## config.mk

```make
export PLATFORM = sky130hd
export DESIGN_NAME = dual_ultrasonic_echo_ranger_flat
export DESIGN_NICKNAME = d
export VERILOG_FILES = /design/src/dur_pkg.sv /design/src/dur_evt_if.sv /design/src/dur_res_if.sv /design/src/dur_fifo.sv /design/src/dur_front.sv /design/src/dur_back.sv /design/src/dual_ultrasonic_echo_ranger.sv /design/src/flat_wrapper.sv
export SDC_FILE = /design/constraint.sdc
export NUM_CORES = 2
export LEC_CHECK = 0
export BUFFER_PORTS_ARGS = -buffer_cell sky130_fd_sc_hd__buf_2
export CORE_MARGIN = 3
export CORE_UTILIZATION = 45
export DETAILED_ROUTE_END_ITERATION = 8
export PLACE_DENSITY = 0.61
export SLEW_MARGIN = 40
export SYNTH_ARGS = -nofsm -noshare
export SYNTH_HDL_FRONTEND = slang
export SYNTH_SLANG_ARGS = --single-unit
```

## constraint.sdc

```tcl
create_clock -name i_clk -period 13.6 [get_ports i_clk]
set_clock_uncertainty 0.2 [all_clocks]
set_input_delay 0.68 -clock i_clk [delete_from_list [all_inputs] [get_ports i_clk]]
set_output_delay 0.68 -clock i_clk [all_outputs]
set_load 0.05 [all_outputs]
```

## src/dur_pkg.sv

```systemverilog
// ----------------------------------------------------------------------------
// dur_pkg
// Shared types and constants for the dual ultrasonic echo ranger.
// ----------------------------------------------------------------------------
package dur_pkg;

    // Echo pulses at or above this width count as a timeout
    localparam logic [15:0] TIMEOUT_US = 16'd38000;

    // One second in microseconds, used by the speed check
    localparam logic [19:0] US_PER_S = 20'd1000000;

    localparam int CFG_IDX_W  = 3;
    localparam int CFG_DATA_W = 23;

    localparam logic [CFG_IDX_W-1:0] CFG_SCALE      = 3'd0;
    localparam logic [CFG_IDX_W-1:0] CFG_OFFSET     = 3'd1;
    localparam logic [CFG_IDX_W-1:0] CFG_MIN_RANGE  = 3'd2;
    localparam logic [CFG_IDX_W-1:0] CFG_MAX_RANGE  = 3'd3;
    localparam logic [CFG_IDX_W-1:0] CFG_MAX_SPEED  = 3'd4;
    localparam logic [CFG_IDX_W-1:0] CFG_ORIGIN     = 3'd5;
    localparam logic [CFG_IDX_W-1:0] CFG_RAIL_LEN   = 3'd6;
    localparam logic [CFG_IDX_W-1:0] CFG_SENSOR_LEN = 3'd7;

    typedef struct packed {
        logic [19:0]        scale_cm_per_us;
        logic signed [16:0] distance_offset;
        logic [22:0]        min_valid_range;
        logic [22:0]        max_valid_range;
        logic [15:0]        max_speed;
        logic               rail_origin;
        logic [22:0]        rail_length;
        logic [15:0]        sensor_length;
    } t_cfg;

    // Classified echo edge handed from the front to the back
    typedef struct packed {
        logic        side;
        logic        rising;
        logic [31:0] time_us;
        logic [15:0] width;
    } t_cmd;

endpackage

```

## src/dur_evt_if.sv

```systemverilog
// ----------------------------------------------------------------------------
// dur_evt_if
// Echo edge channel: valid/ready handshake with channel, polarity and time.
// ----------------------------------------------------------------------------
interface dur_evt_if;
    logic        valid;
    logic        ready;
    logic        channel;
    logic        rising;
    logic [31:0] time_us;

    modport source (output valid, output channel, output rising, output time_us,
                    input ready);
    modport sink (input valid, input channel, input rising, input time_us,
                  output ready);
endinterface

```

## src/dur_res_if.sv

```systemverilog
// ----------------------------------------------------------------------------
// dur_res_if
// Result channel: valid/ready handshake with fused position and side status.
// ----------------------------------------------------------------------------
interface dur_res_if;
    logic               valid;
    logic               ready;
    logic signed [23:0] rail_position;
    logic               left_ok;
    logic               right_ok;
    logic signed [23:0] left_range;
    logic signed [23:0] right_range;

    modport source (output valid, output rail_position, output left_ok,
                    output right_ok, output left_range, output right_range,
                    input ready);
    modport sink (input valid, input rail_position, input left_ok,
                  input right_ok, input left_range, input right_range,
                  output ready);
endinterface

```

## src/dur_fifo.sv

```systemverilog
// ----------------------------------------------------------------------------
// dur_fifo
// Short command queue between the front and the back.
// ----------------------------------------------------------------------------
module dur_fifo #(
    parameter int WIDTH = 50,
    parameter int DEPTH = 2
) (
    input  logic             i_clk,
    input  logic             i_rst_n,
    input  logic             i_push,
    input  logic [WIDTH-1:0] i_data,
    output logic             o_full,
    input  logic             i_pop,
    output logic             o_valid,
    output logic [WIDTH-1:0] o_data
);
    localparam int PW = $clog2(DEPTH);
    localparam int CW = $clog2(DEPTH + 1);

    logic [WIDTH-1:0] r_mem [DEPTH];
    logic [PW-1:0]    r_wr_ptr;
    logic [PW-1:0]    r_rd_ptr;
    logic [CW-1:0]    r_count;
    logic             do_push;
    logic             do_pop;

    assign o_full  = (r_count == CW'(DEPTH));
    assign o_valid = (r_count != '0);
    assign o_data  = r_mem[r_rd_ptr];
    assign do_push = i_push && !o_full;
    assign do_pop  = i_pop && o_valid;

    always_ff @(posedge i_clk) begin
        if (!i_rst_n) begin
            r_wr_ptr <= '0;
            r_rd_ptr <= '0;
            r_count  <= '0;
        end else begin
            if (do_push) begin
                r_wr_ptr <= (r_wr_ptr == PW'(DEPTH - 1)) ? '0 : r_wr_ptr + 1'b1;
            end
            if (do_pop) begin
                r_rd_ptr <= (r_rd_ptr == PW'(DEPTH - 1)) ? '0 : r_rd_ptr + 1'b1;
            end
            if (do_push && !do_pop) begin
                r_count <= r_count + 1'b1;
            end else if (do_pop && !do_push) begin
                r_count <= r_count - 1'b1;
            end
        end
    end

    always_ff @(posedge i_clk) begin
        if (do_push) begin
            r_mem[r_wr_ptr] <= i_data;
        end
    end
endmodule

```

## src/dur_front.sv

```systemverilog
// ----------------------------------------------------------------------------
// dur_front
// Accepts echo edges, keeps the echo start times and measures pulse width.
// ----------------------------------------------------------------------------
module dur_front (
    input  logic          i_clk,
    input  logic          i_rst_n,
    dur_evt_if.sink       i_evt,
    input  logic          i_full,
    output logic          o_push,
    output dur_pkg::t_cmd o_cmd
);
    logic [31:0] r_start [2];
    logic [31:0] raw_width;

    assign i_evt.ready = !i_full;
    assign o_push      = i_evt.valid && !i_full;

    // Modulo-2^32 width, saturated to 16 bits
    assign raw_width      = i_evt.time_us - r_start[i_evt.channel];
    assign o_cmd.side     = i_evt.channel;
    assign o_cmd.rising   = i_evt.rising;
    assign o_cmd.time_us  = i_evt.time_us;
    assign o_cmd.width    = (raw_width[31:16] != '0) ? 16'hFFFF : raw_width[15:0];

    always_ff @(posedge i_clk) begin
        if (!i_rst_n) begin
            r_start[0] <= '0;
            r_start[1] <= '0;
        end else if (o_push && i_evt.rising) begin
            r_start[i_evt.channel] <= i_evt.time_us;
        end
    end
endmodule

```

## src/dur_back.sv

```systemverilog
// ----------------------------------------------------------------------------
// dur_back
// Sequencer with one shared multiplier: distance, range and speed checks,
// rail fusion and the output register.
// ----------------------------------------------------------------------------
module dur_back (
    input  logic          i_clk,
    input  logic          i_rst_n,
    input  dur_pkg::t_cfg i_cfg,
    input  logic          i_cmd_valid,
    input  dur_pkg::t_cmd i_cmd,
    output logic          o_pop,
    dur_res_if.source     o_res
);
    localparam logic [2:0] S_IDLE  = 3'd0;
    localparam logic [2:0] S_MUL_W = 3'd1;
    localparam logic [2:0] S_DIST  = 3'd2;
    localparam logic [2:0] S_MUL_D = 3'd3;
    localparam logic [2:0] S_MUL_S = 3'd4;
    localparam logic [2:0] S_UPD   = 3'd5;
    localparam logic [2:0] S_FUSE  = 3'd6;

    logic [2:0]         r_state;
    logic               r_side;
    logic [31:0]        r_time;
    logic [15:0]        r_width;
    logic [31:0]        r_dt;
    logic [35:0]        r_prod;
    logic signed [23:0] r_dist;
    logic [44:0]        r_lhs;
    logic [47:0]        r_rhs;

    logic [31:0]        r_end [2];
    logic signed [23:0] r_side_dist [2];
    logic               r_side_ok [2];
    logic signed [23:0] r_held;

    logic               r_out_valid;
    logic signed [23:0] r_out_pos;
    logic               r_out_left_ok;
    logic               r_out_right_ok;
    logic signed [23:0] r_out_left;
    logic signed [23:0] r_out_right;

    logic [31:0]        mul_a;
    logic [19:0]        mul_b;
    logic [51:0]        mul_p;
    logic signed [24:0] diff;
    logic [24:0]        dd;
    logic               time_ok;
    logic               range_ok;
    logic               speed_ok;
    logic signed [23:0] rail_l;
    logic signed [23:0] rail_r;
    logic signed [24:0] rail_sum;
    logic signed [23:0] fused;
    logic               out_free;

    function automatic logic signed [23:0] sat24(input logic signed [25:0] v);
        if (v > 26'sd8388607) begin
            return 24'sh7FFFFF;
        end else if (v < -26'sd8388608) begin
            return 24'sh800000;
        end else begin
            return v[23:0];
        end
    endfunction

    function automatic logic signed [23:0] rail_frame(
        input logic               at_origin,
        input logic signed [23:0] d,
        input logic [22:0]        rail_len,
        input logic [15:0]        sensor_len
    );
        logic signed [25:0] half;
        logic signed [25:0] d_ext;
        half  = $signed({11'b0, sensor_len[15:1]});
        d_ext = {{2{d[23]}}, d};
        if (at_origin) begin
            return sat24(d_ext + half);
        end else begin
            return sat24($signed({3'b0, rail_len}) - d_ext - half);
        end
    endfunction

    // Shared multiplier operands per step
    always_comb begin
        unique case (r_state)
            S_MUL_W: begin
                mul_a = {16'b0, r_width};
                mul_b = i_cfg.scale_cm_per_us;
            end
            S_MUL_D: begin
                mul_a = {7'b0, dd};
                mul_b = dur_pkg::US_PER_S;
            end
            S_MUL_S: begin
                mul_a = r_dt;
                mul_b = {4'b0, i_cfg.max_speed};
            end
            default: begin
                mul_a = '0;
                mul_b = '0;
            end
        endcase
    end

    assign mul_p = 52'(mul_a) * 52'(mul_b);

    assign diff = {r_dist[23], r_dist} - {r_side_dist[r_side][23], r_side_dist[r_side]};
    assign dd   = diff[24] ? 25'(-diff) : 25'(diff);

    assign time_ok  = (r_width < dur_pkg::TIMEOUT_US);
    assign range_ok = (r_dist >= $signed({1'b0, i_cfg.min_valid_range}))
                   && (r_dist <= $signed({1'b0, i_cfg.max_valid_range}));
    // Speed scaled by 256 to match the q8 distance
    assign speed_ok = (r_dt != '0) && ({11'b0, r_lhs} < {r_rhs, 8'b0});

    assign rail_l   = rail_frame(i_cfg.rail_origin == 1'b0, r_side_dist[0],
                                 i_cfg.rail_length, i_cfg.sensor_length);
    assign rail_r   = rail_frame(i_cfg.rail_origin == 1'b1, r_side_dist[1],
                                 i_cfg.rail_length, i_cfg.sensor_length);
    assign rail_sum = {rail_l[23], rail_l} + {rail_r[23], rail_r};

    always_comb begin
        priority if (r_side_ok[0] && r_side_ok[1]) begin
            fused = rail_sum[24:1];
        end else if (r_side_ok[0]) begin
            fused = rail_l;
        end else if (r_side_ok[1]) begin
            fused = rail_r;
        end else begin
            fused = r_held;
        end
    end

    assign out_free = !r_out_valid || o_res.ready;
    assign o_pop    = (r_state == S_IDLE) && i_cmd_valid;

    always_ff @(posedge i_clk) begin
        if (!i_rst_n) begin
            r_state        <= S_IDLE;
            r_end[0]       <= '0;
            r_end[1]       <= '0;
            r_side_dist[0] <= '0;
            r_side_dist[1] <= '0;
            r_side_ok[0]   <= 1'b0;
            r_side_ok[1]   <= 1'b0;
            r_held         <= '0;
            r_out_valid    <= 1'b0;
        end else begin
            unique case (r_state)
                S_IDLE: begin
                    if (i_cmd_valid) begin
                        r_state <= i_cmd.rising ? S_FUSE : S_MUL_W;
                    end
                end
                S_MUL_W: r_state <= S_DIST;
                S_DIST:  r_state <= S_MUL_D;
                S_MUL_D: r_state <= S_MUL_S;
                S_MUL_S: r_state <= S_UPD;
                S_UPD: begin
                    r_end[r_side]       <= r_time;
                    r_side_dist[r_side] <= r_dist;
                    r_side_ok[r_side]   <= time_ok && range_ok && speed_ok;
                    r_state             <= S_FUSE;
                end
                S_FUSE: begin
                    // Hold here until the output register frees up
                    if (out_free) begin
                        r_held  <= fused;
                        r_state <= S_IDLE;
                    end
                end
                default: r_state <= S_IDLE;
            endcase
            // Load a new word, else drop the one just taken
            if (r_state == S_FUSE && out_free) begin
                r_out_valid <= 1'b1;
            end else if (o_res.ready) begin
                r_out_valid <= 1'b0;
            end
        end
    end

    always_ff @(posedge i_clk) begin
        if (o_pop) begin
            r_side  <= i_cmd.side;
            r_time  <= i_cmd.time_us;
            r_width <= i_cmd.width;
        end
        if (r_state == S_MUL_W) begin
            r_prod <= mul_p[35:0];
            r_dt   <= r_time - r_end[r_side];
        end
        if (r_state == S_DIST) begin
            r_dist <= $signed({4'b0, r_prod[35:16]})
                    + {{7{i_cfg.distance_offset[16]}}, i_cfg.distance_offset};
        end
        if (r_state == S_MUL_D) begin
            r_lhs <= mul_p[44:0];
        end
        if (r_state == S_MUL_S) begin
            r_rhs <= mul_p[47:0];
        end
        if (r_state == S_FUSE && out_free) begin
            r_out_pos      <= fused;
            r_out_left_ok  <= r_side_ok[0];
            r_out_right_ok <= r_side_ok[1];
            r_out_left     <= r_side_dist[0];
            r_out_right    <= r_side_dist[1];
        end
    end

    assign o_res.valid         = r_out_valid;
    assign o_res.rail_position = r_out_pos;
    assign o_res.left_ok       = r_out_left_ok;
    assign o_res.right_ok      = r_out_right_ok;
    assign o_res.left_range    = r_out_left;
    assign o_res.right_range   = r_out_right;
endmodule

```

## src/dual_ultrasonic_echo_ranger.sv

```systemverilog
// ----------------------------------------------------------------------------
// dual_ultrasonic_echo_ranger
// Two-sensor echo ranging with validity checks and fused rail position.
// ----------------------------------------------------------------------------
// Latency: a falling edge steps the back through MUL_W, DIST, MUL_D, MUL_S,
//   UPD and FUSE into the output register; a rising edge only through FUSE.
// Throughput: a new edge is taken only in IDLE, and FUSE stalls while the
//   output is full; set by the back sequencer and its single shared multiplier.
// The queue takes up to QUEUE_DEPTH words while the back is busy.
// Reset (synchronous, active low) loads register defaults, clears the control state.
module dual_ultrasonic_echo_ranger #(
    parameter int QUEUE_DEPTH = 2
) (
    input  logic                           i_clk,
    input  logic                           i_rst_n,
    dur_evt_if.sink                        i_evt,
    dur_res_if.source                      o_res,
    input  logic                           i_cfg_we,
    input  logic [dur_pkg::CFG_IDX_W-1:0]  i_cfg_index,
    input  logic [dur_pkg::CFG_DATA_W-1:0] i_cfg_data
);
    dur_pkg::t_cfg r_cfg;
    dur_pkg::t_cmd push_cmd;
    dur_pkg::t_cmd pop_cmd;
    logic          push;
    logic          full;
    logic          pop;
    logic          cmd_valid;

    always_ff @(posedge i_clk) begin
        if (!i_rst_n) begin
            r_cfg.scale_cm_per_us <= 20'd287777;
            r_cfg.distance_offset <= '0;
            r_cfg.min_valid_range <= 23'd512;
            r_cfg.max_valid_range <= 23'd102400;
            r_cfg.max_speed       <= 16'd500;
            r_cfg.rail_origin     <= 1'b0;
            r_cfg.rail_length     <= 23'd51200;
            r_cfg.sensor_length   <= '0;
        end else if (i_cfg_we) begin
            unique case (i_cfg_index)
                dur_pkg::CFG_SCALE:      r_cfg.scale_cm_per_us <= i_cfg_data[19:0];
                dur_pkg::CFG_OFFSET:     r_cfg.distance_offset <= $signed(i_cfg_data[16:0]);
                dur_pkg::CFG_MIN_RANGE:  r_cfg.min_valid_range <= i_cfg_data;
                dur_pkg::CFG_MAX_RANGE:  r_cfg.max_valid_range <= i_cfg_data;
                dur_pkg::CFG_MAX_SPEED:  r_cfg.max_speed       <= i_cfg_data[15:0];
                dur_pkg::CFG_ORIGIN:     r_cfg.rail_origin     <= i_cfg_data[0];
                dur_pkg::CFG_RAIL_LEN:   r_cfg.rail_length     <= i_cfg_data;
                dur_pkg::CFG_SENSOR_LEN: r_cfg.sensor_length   <= i_cfg_data[15:0];
                default: ;
            endcase
        end
    end

    dur_front u_front (
        .i_clk   (i_clk),
        .i_rst_n (i_rst_n),
        .i_evt   (i_evt),
        .i_full  (full),
        .o_push  (push),
        .o_cmd   (push_cmd)
    );

    dur_fifo #(
        .WIDTH ($bits(dur_pkg::t_cmd)),
        .DEPTH (QUEUE_DEPTH)
    ) u_fifo (
        .i_clk   (i_clk),
        .i_rst_n (i_rst_n),
        .i_push  (push),
        .i_data  (push_cmd),
        .o_full  (full),
        .i_pop   (pop),
        .o_valid (cmd_valid),
        .o_data  (pop_cmd)
    );

    dur_back u_back (
        .i_clk       (i_clk),
        .i_rst_n     (i_rst_n),
        .i_cfg       (r_cfg),
        .i_cmd_valid (cmd_valid),
        .i_cmd       (pop_cmd),
        .o_pop       (pop),
        .o_res       (o_res)
    );
endmodule

```

## src/flat_wrapper.sv

```systemverilog
// flat-port wrapper written by rule: the top's interface ports become plain ports
module dual_ultrasonic_echo_ranger_flat 
#(
    parameter int QUEUE_DEPTH = 2
)
  (i_clk, i_rst_n, i_cfg_we, i_cfg_index, i_cfg_data, i_evt_valid, i_evt_channel, i_evt_rising, i_evt_time_us, i_evt_ready, o_res_valid, o_res_rail_position, o_res_left_ok, o_res_right_ok, o_res_left_range, o_res_right_range, o_res_ready);
  dur_evt_if i_evt_i ();
  dur_res_if o_res_i ();
  input  logic i_clk;
  input  logic i_rst_n;
  input  logic i_cfg_we;
  input  logic [dur_pkg::CFG_IDX_W-1:0] i_cfg_index;
  input  logic [dur_pkg::CFG_DATA_W-1:0] i_cfg_data;
  input wire logic [$bits(i_evt_i.valid)-1:0] i_evt_valid;
  input wire logic [$bits(i_evt_i.channel)-1:0] i_evt_channel;
  input wire logic [$bits(i_evt_i.rising)-1:0] i_evt_rising;
  input wire logic [$bits(i_evt_i.time_us)-1:0] i_evt_time_us;
  output wire logic [$bits(i_evt_i.ready)-1:0] i_evt_ready;
  output wire logic [$bits(o_res_i.valid)-1:0] o_res_valid;
  output wire logic [$bits(o_res_i.rail_position)-1:0] o_res_rail_position;
  output wire logic [$bits(o_res_i.left_ok)-1:0] o_res_left_ok;
  output wire logic [$bits(o_res_i.right_ok)-1:0] o_res_right_ok;
  output wire logic [$bits(o_res_i.left_range)-1:0] o_res_left_range;
  output wire logic [$bits(o_res_i.right_range)-1:0] o_res_right_range;
  input wire logic [$bits(o_res_i.ready)-1:0] o_res_ready;
  assign i_evt_i.valid = i_evt_valid;
  assign i_evt_i.channel = i_evt_channel;
  assign i_evt_i.rising = i_evt_rising;
  assign i_evt_i.time_us = i_evt_time_us;
  assign i_evt_ready = i_evt_i.ready;
  assign o_res_valid = o_res_i.valid;
  assign o_res_rail_position = o_res_i.rail_position;
  assign o_res_left_ok = o_res_i.left_ok;
  assign o_res_right_ok = o_res_i.right_ok;
  assign o_res_left_range = o_res_i.left_range;
  assign o_res_right_range = o_res_i.right_range;
  assign o_res_i.ready = o_res_ready;
  dual_ultrasonic_echo_ranger #(.QUEUE_DEPTH(QUEUE_DEPTH)) u_core (.i_clk(i_clk), .i_rst_n(i_rst_n), .i_evt(i_evt_i), .o_res(o_res_i), .i_cfg_we(i_cfg_we), .i_cfg_index(i_cfg_index), .i_cfg_data(i_cfg_data));
endmodule
```

After elaboration in Yosys (flattened, before gate mapping)
Memory sizes are Yosys's and may differ from the RTL's. A register that Yosys moved wholly into a read port is not among the register bits.
Cells that the tools add are included.
{ "totals": {"register_bits": 477, "ram_bits": 278, "inputBits": 65, "out_inout_bits": 76, "word_cells": 168, "memories": 5} }
{ "mem_list": {"columns": ["name", "depth", "word_bits", "rd", "rd_clocked_by_memory_dff", "write_ports", "line_no", "rtl"], "rows": [
  ["u_core.u_fifo.r_mem", 2, 50, 1, 1, 1, "dur_fifo.sv:21", "logic [WIDTH-1:0] r_mem [DEPTH];"],
  ["u_core.u_back.r_end", 2, 32, 1, 1, 2, "dur_back.sv:33", "logic [31:0] r_end [2];"],
  ["u_core.u_front.r_start", 2, 32, 1, 0, 2, "dur_front.sv:13", "logic [31:0] r_start [2];"],
  ["u_core.u_back.r_side_dist", 2, 24, 3, 1, 2, "dur_back.sv:34", "logic signed [23:0] r_side_dist [2];"],
  ["u_core.u_back.r_side_ok", 2, 1, 2, 0, 2, "dur_back.sv:35", "logic r_side_ok [2];"]
]} }
{ "op_classes": {"n_addsub": 16, "multipliers": 1, "order_cmp": 12, "eq_ne": 16, "mux": 52, "n_reduce_logical": 39} }
{ "ops": {"columns": ["operator", "n"], "rows": [
  ["two-way mux 24 bit", 14],
  ["one-hot mux 32 bit (3 select lines)", 1],
  ["two-way mux 32 bit", 2],
  ["OR reduction 32 bit", 2],
  ["subtractor 32 bit", 2],
  ["one-hot mux 20 bit (3 select lines)", 1],
  ["less-than comparator 45 x 56 -> 1 bit", 1],
  ["> comparator 26 x 24 -> 1 bit, second input constant", 2],
  ["less-than comparator 26 x 24 -> 1 bit, second input constant", 2],
  ["subtractor 25 x 16 -> 26 bit", 2],
  ["adder 24 x 16 -> 25 bit", 2],
  ["> comparator 25 x 24 -> 1 bit, second input constant", 2],
  ["less-than comparator 25 x 24 -> 1 bit, second input constant", 2],
  ["subtractor 24 x 24 -> 25 bit", 2],
  ["multiplier 32 x 20 -> 48 bit", 1],
  ["nonzero test 32 bit", 1],
  ["two-way mux 1 bit", 26],
  ["adder 24 x 24 -> 25 bit", 1],
  ["two-way mux 25 bit", 1],
  ["negator 25 bit", 1],
  ["subtractor 22 x 24 -> 25 bit", 1],
  ["greater-or-equal comparator 22 x 24 -> 1 bit", 1],
  ["<= comparator 22 x 24 -> 1 bit", 1],
  ["OR reduction 24 bit", 1],
  ["other kinds (22)", 64]
]} }

Depth between registers and ports, before layout
{ "depth": {"word_depth": 9, "ltp_mapped": 46, "ltp_nobuf": 43} }

Hierarchy
A second synthesis with hierarchy kept.
{ "hier_totals": {"cells_unflattened": 6359, "hier_area_um2": 62987.9} }
{ "modules_own_cells": {"columns": ["mod", "instances", "cells_per_inst", "area_per_inst_um2", "seq_area_each_um2"], "rows": [
  ["dur_back", 1, 5160, 48830.6, 12211.7],
  ["dual_ultrasonic_echo_ranger", 1, 507, 5271.3, 2782.7],
  ["dur_front", 1, 511, 5054.8, 1921.8],
  ["dur_fifo", 1, 181, 3831.2, 3103.0]
]} }

Worst setup path after synthesis
No wires, ideal clock.
{ "synth_timing": {"path_type": "flip-flop to flip-flop", "start": "reg (tool-made name)", "end": "reg u_core.u_back.r_lhs[41], data pin", "setup_time_ns": 0.263, "arrival_time_ns": 10.538, "required_time_ns": 13.137, "slack_ns": 2.599, "path_stages_with_launch": 40, "n_path_buf": 3, "period_less_slack_ns": 11.001, "path_cell_list": "dfxtp_1 > clkbuf_1 > clkbuf_1 > o21ai_0 > ha_1 > fa_1 > nor2b_1 > o31a_1 > o31a_1 > o21ai_1 > o21ai_1 > a311oi_1 > o31ai_1 > o21a_1 > buf_2 > nor3_1 > o21ai_0 > o21ai_0 > (+4 left out) > inv_1 > fa_1 > inv_1 > fa_1 > fa_1 > inv_1 > fa_1 > ha_1 > a211o_1 > a21oi_1 > a211oi_1 > o41ai_2 > o21ai_0 > a21oi_1 > o311ai_1 > and3_1 > o41a_1 > xor2_1"} }
{ "synth_rtl": {"columns": ["element", "line_no", "rtl"], "rows": [
  ["end signal, assigned", "dur_back.sv:201", "r_lhs <= mul_p[44:0];"],
  ["end, declared", "dur_back.sv:30", "logic [44:0] r_lhs;"]
]} }

==> impl_metrics.env <==
export IMPL_p_leak_nw=29.3
export IMPL_use_met1_pct=38.9
export IMPL_yosys_area_share_adder_pct=28.1
export IMPL_post_cts_resized=0
export IMPL_io_pins=141
export IMPL_avgSynthCellArea_um2=9.68
export IMPL_synth_seq_area_share_pct=32.5
export IMPL_rsz0062_at_grt="no"
export IMPL_grt_ovfl_total=0
export IMPL_slew_headroom_pct=36.5
export IMPL_setup_viol=0
export IMPL_timing_final_crit_share_pct=91.9
export IMPL_core_area_um2=136000
export IMPL_final_antenna_net_count=0
export IMPL_drc=0
export IMPL_holdPathEnd="u_core.u_fifo.r_mem[0][24]$_DFFE_PP_"
export IMPL_slew_viol_final=0
export IMPL_cap_violations=0
export IMPL_crit_required_ns=13.80
export IMPL_initial_core_util_pct=45.4
export IMPL_cp_max_fo=27
export IMPL_setup_worst_path_class="flip-flop to flip-flop"
export IMPL_hold_violations=0
export IMPL_netlist_top_cells_count="inv_1 (869), nand2_1 (806), fa_1 (570)"
export IMPL_grt_pass1_wl_mm=294
export IMPL_outcome="finished clean"
export IMPL_synth_largest_area_cell="edfxtp_1"
export IMPL_grt_pass1_vias=46400
export IMPL_clock_path_buffers=3
export IMPL_die_w_um=376
export IMPL_design_area_um2=67400
export IMPL_synth_top_cell_area_share_pct=26.8
export IMPL_die_area_um2=141000
export IMPL_top_usage_layer="met2"
export IMPL_synth_cell_types=89
export IMPL_finalWeightedCongestion=0.998
export IMPL_clkSinkCount=724
export IMPL_cpMostUsedCell="fa_1"
export IMPL_cp_top_family="compound AO/OA/AOI/OAI gates"
export IMPL_io_buffers=140
export IMPL_reg2reg_depth=36
export IMPL_start_kind="flip-flop"
export IMPL_synth_simple_area_share_pct=13.8
export IMPL_async_reset_ff_share_pct=0
export IMPL_routed_via_count=48000
export IMPL_track_usage_pct=27.6
export IMPL_muxShareOfSynthArea_pct=2.84
export IMPL_fmax_mhz=80.0
export IMPL_cp_end_kind="flip-flop"
export IMPL_cts_tree="built"
export IMPL_area_growth_pct=9.53
export IMPL_yosys_cell_count_top_type="inv_1"
export IMPL_worstPathArrival_ns=12.70
export IMPL_cp_num_buf_inv=4
export IMPL_worstHoldStart="i_evt_time_us[8]"
export IMPL_tightest_slew_ns=0.953
export IMPL_drt_wirelength_per_cell_um=23.7
export IMPL_min_period_ns=12.50
export IMPL_via_per_inst=5.76
export IMPL_hold_depth=1
export IMPL_syn_instance_count=6364
export IMPL_postPlaceCellArea_um2=64600
export IMPL_clk_pin_slew_ns=0.06
export IMPL_routed_wl_mm=197
export IMPL_syn_area_um2=61600
export IMPL_synthTopCellsByArea="edfxtp_1 (27%), fa_1 (19%), ha_1 (9.6%), dfxtp_1 (5.7%), inv_1 (5.3%)"
export IMPL_met2_usage_pct=42.6
export IMPL_insertion_delay_ns=0.67
export IMPL_p_per_area_nw_per_um2=180
export IMPL_cpPeakStageDelay_ns=0.67
export IMPL_synth_edff_count=550
export IMPL_reg2reg_slack_ns=1.10
export IMPL_synth_compound_area_share_pct=12.8
export IMPL_reg2reg_to="u_core.u_back.r_rhs[41]$_DFFE_PP_"
export IMPL_cts_made_buffers=80
export IMPL_synth_xor_area_share_pct=3.14
export IMPL_hold_class="primary input to flip-flop"
export IMPL_ys_flop_type="edfxtp_1"
export IMPL_die_y_um=376
export IMPL_drive_gt1_share_pct=8.05
export IMPL_setup_tns_ns=0
export IMPL_dr_first_iter_drc_count=4781
export IMPL_nFillCells=12500
export IMPL_cp_slowest_cell="o21ai_0"
export IMPL_rows=135
export IMPL_grt_util_met3_pct=5.90
export IMPL_clock_tree_root_cell="clkbuf_16"
export IMPL_place_hpwl_mm=153
export IMPL_fin_nets=7583
export IMPL_htree_levels=3
export IMPL_max_vdd_ir_drop_mv=0.129
export IMPL_grt_max_degree=78
export IMPL_synth_top_family_by_area="adder cells"
export IMPL_grt_antenna_before_repair=8
export IMPL_ys_ff_latch=724
export IMPL_first_pass_iters=6
export IMPL_ys_warn_count=0
[layer usage]
layer  vias to the layer above  part of all wire (%)  routed length [um]
met2                      2115                    44               87100
met1                     23800                    43               84800
met3                       403                   9.2               18200
met5                         -                0.0066                  13
li1                      21700                     -                   -
met4                         2                   3.6                7070
[stage by stage]
stage	hold WS (ns)	util [%]	worst slack, ns	std cells	power [mW]
floorplan	0.206	-	2.60	6384	7.37
global placement	0.242	47.6	1.52	8164	9.67
finish	0.0530	49.7	1.10	8330	12.1
detailed placement	0.246	47.7	1.27	8170	9.73
global route	0.0337	49.7	0.351	8325	12.8
CTS	0.00204	49.6	1.22	8321	12.0
[cells in the final DEF (no fill, tap or decap), drive strengths merged, types with 73 or more instances in the layout]
cell,instances
fa,570
inv,879
nor3,73
a21oi,438
edfxtp,550
nor2,422
nand3,96
xnor2,134
dfxtp,174
clkbuf,111
and2,138
and3,103
mux2i,96
ha,471
a21o,120
nand2,806
xor2,87
buf,249
o21ai,208
[cell families (layout without fill, tap and decap cells)]
| family | after synthesis | in the layout |
|---|---|---|
| and+or+nand+nor | 1874 | 1874 |
| AOI/OAI and AO/OA | 1231 | 1231 |
| buffers and inverters | 1113 | 1273 |
| adders and majority gates | 1041 | 1041 |
| DFF | 724 | 724 |
| xor gates and xnor gates | 221 | 221 |
| muxes | 158 | 158 |
| other | 2 | 27 |
[how the worst max path moves through the flow]
stage,from,endpoint,cells after the start
after floorplan,flip-flop,u_core.u_back.r_lhs[41]$_DFFE_PP_,39
after global placement,flip-flop,u_core.u_back.r_rhs[41]$_DFFE_PP_,36
after detailed placement,flip-flop,u_core.u_back.r_rhs[41]$_DFFE_PP_,36
after CTS,flip-flop,u_core.u_back.r_rhs[41]$_DFFE_PP_,36
after global routing,flip-flop,u_core.u_back.r_rhs[41]$_DFFE_PP_,36
final,flip-flop,u_core.u_back.r_rhs[41]$_DFFE_PP_,36
[flip-flops by register name, indices dropped and copies added (netlist names), 20 cells and up, named ones only]
| name | cells |
|---|---|
| u_core.u_back.o_res.left_range | 22 |
| u_core.u_back.r_prod | 20 |
| u_core.u_fifo.r_mem | 100 |
| u_core.u_back.r_end | 64 |
| u_core.u_back.o_res.right_range | 22 |
| u_core.u_back.r_rhs | 48 |
| u_core.u_back.r_lhs | 37 |
| u_core.u_back.r_held | 24 |
| u_core.u_back.r_side_dist | 44 |
| u_core.u_back.r_dist | 22 |
| u_core.u_back.o_res.rail_position | 24 |
| u_core.u_front.r_start | 64 |
| u_core.u_back.r_time | 32 |
| u_core.r_cfg | 138 |
| u_core.u_back.r_dt | 32 |
[timing repair]
action,in CTS,in global routing
setup buffers,0,0
hold buffers,2,0
hold endpoints to repair,4,0
[power breakdown]
| group | switching, mW | internal, mW | total (mW) |
|---|---|---|---|
| Clock | 0.921 | 1.31 | 2.23 |
| Combinational | 4.47 | 2.19 | 6.66 |
| Sequential | 0.255 | 2.97 | 3.22 |
| Total | 5.65 | 6.46 | 12.1 |
[area by class of cell]
type | instances | area, um2 | share of cell area (%)
Multi-Input combinational cell | 4547 | 37600 | 55.8
Sequential cell | 724 | 20000 | 29.7
Inverter | 873 | 3280 | 4.87
Tap cell | 1781 | 2230 | 3.30
Clock buffer | 111 | 2220 | 3.30
Timing Repair Buffer | 251 | 1610 | 2.39
Clock inverter | 38 | 452 | 0.670
Antenna cell | 5 | 12.5 | 0.0186
Power figures use the tool's default switching activity.
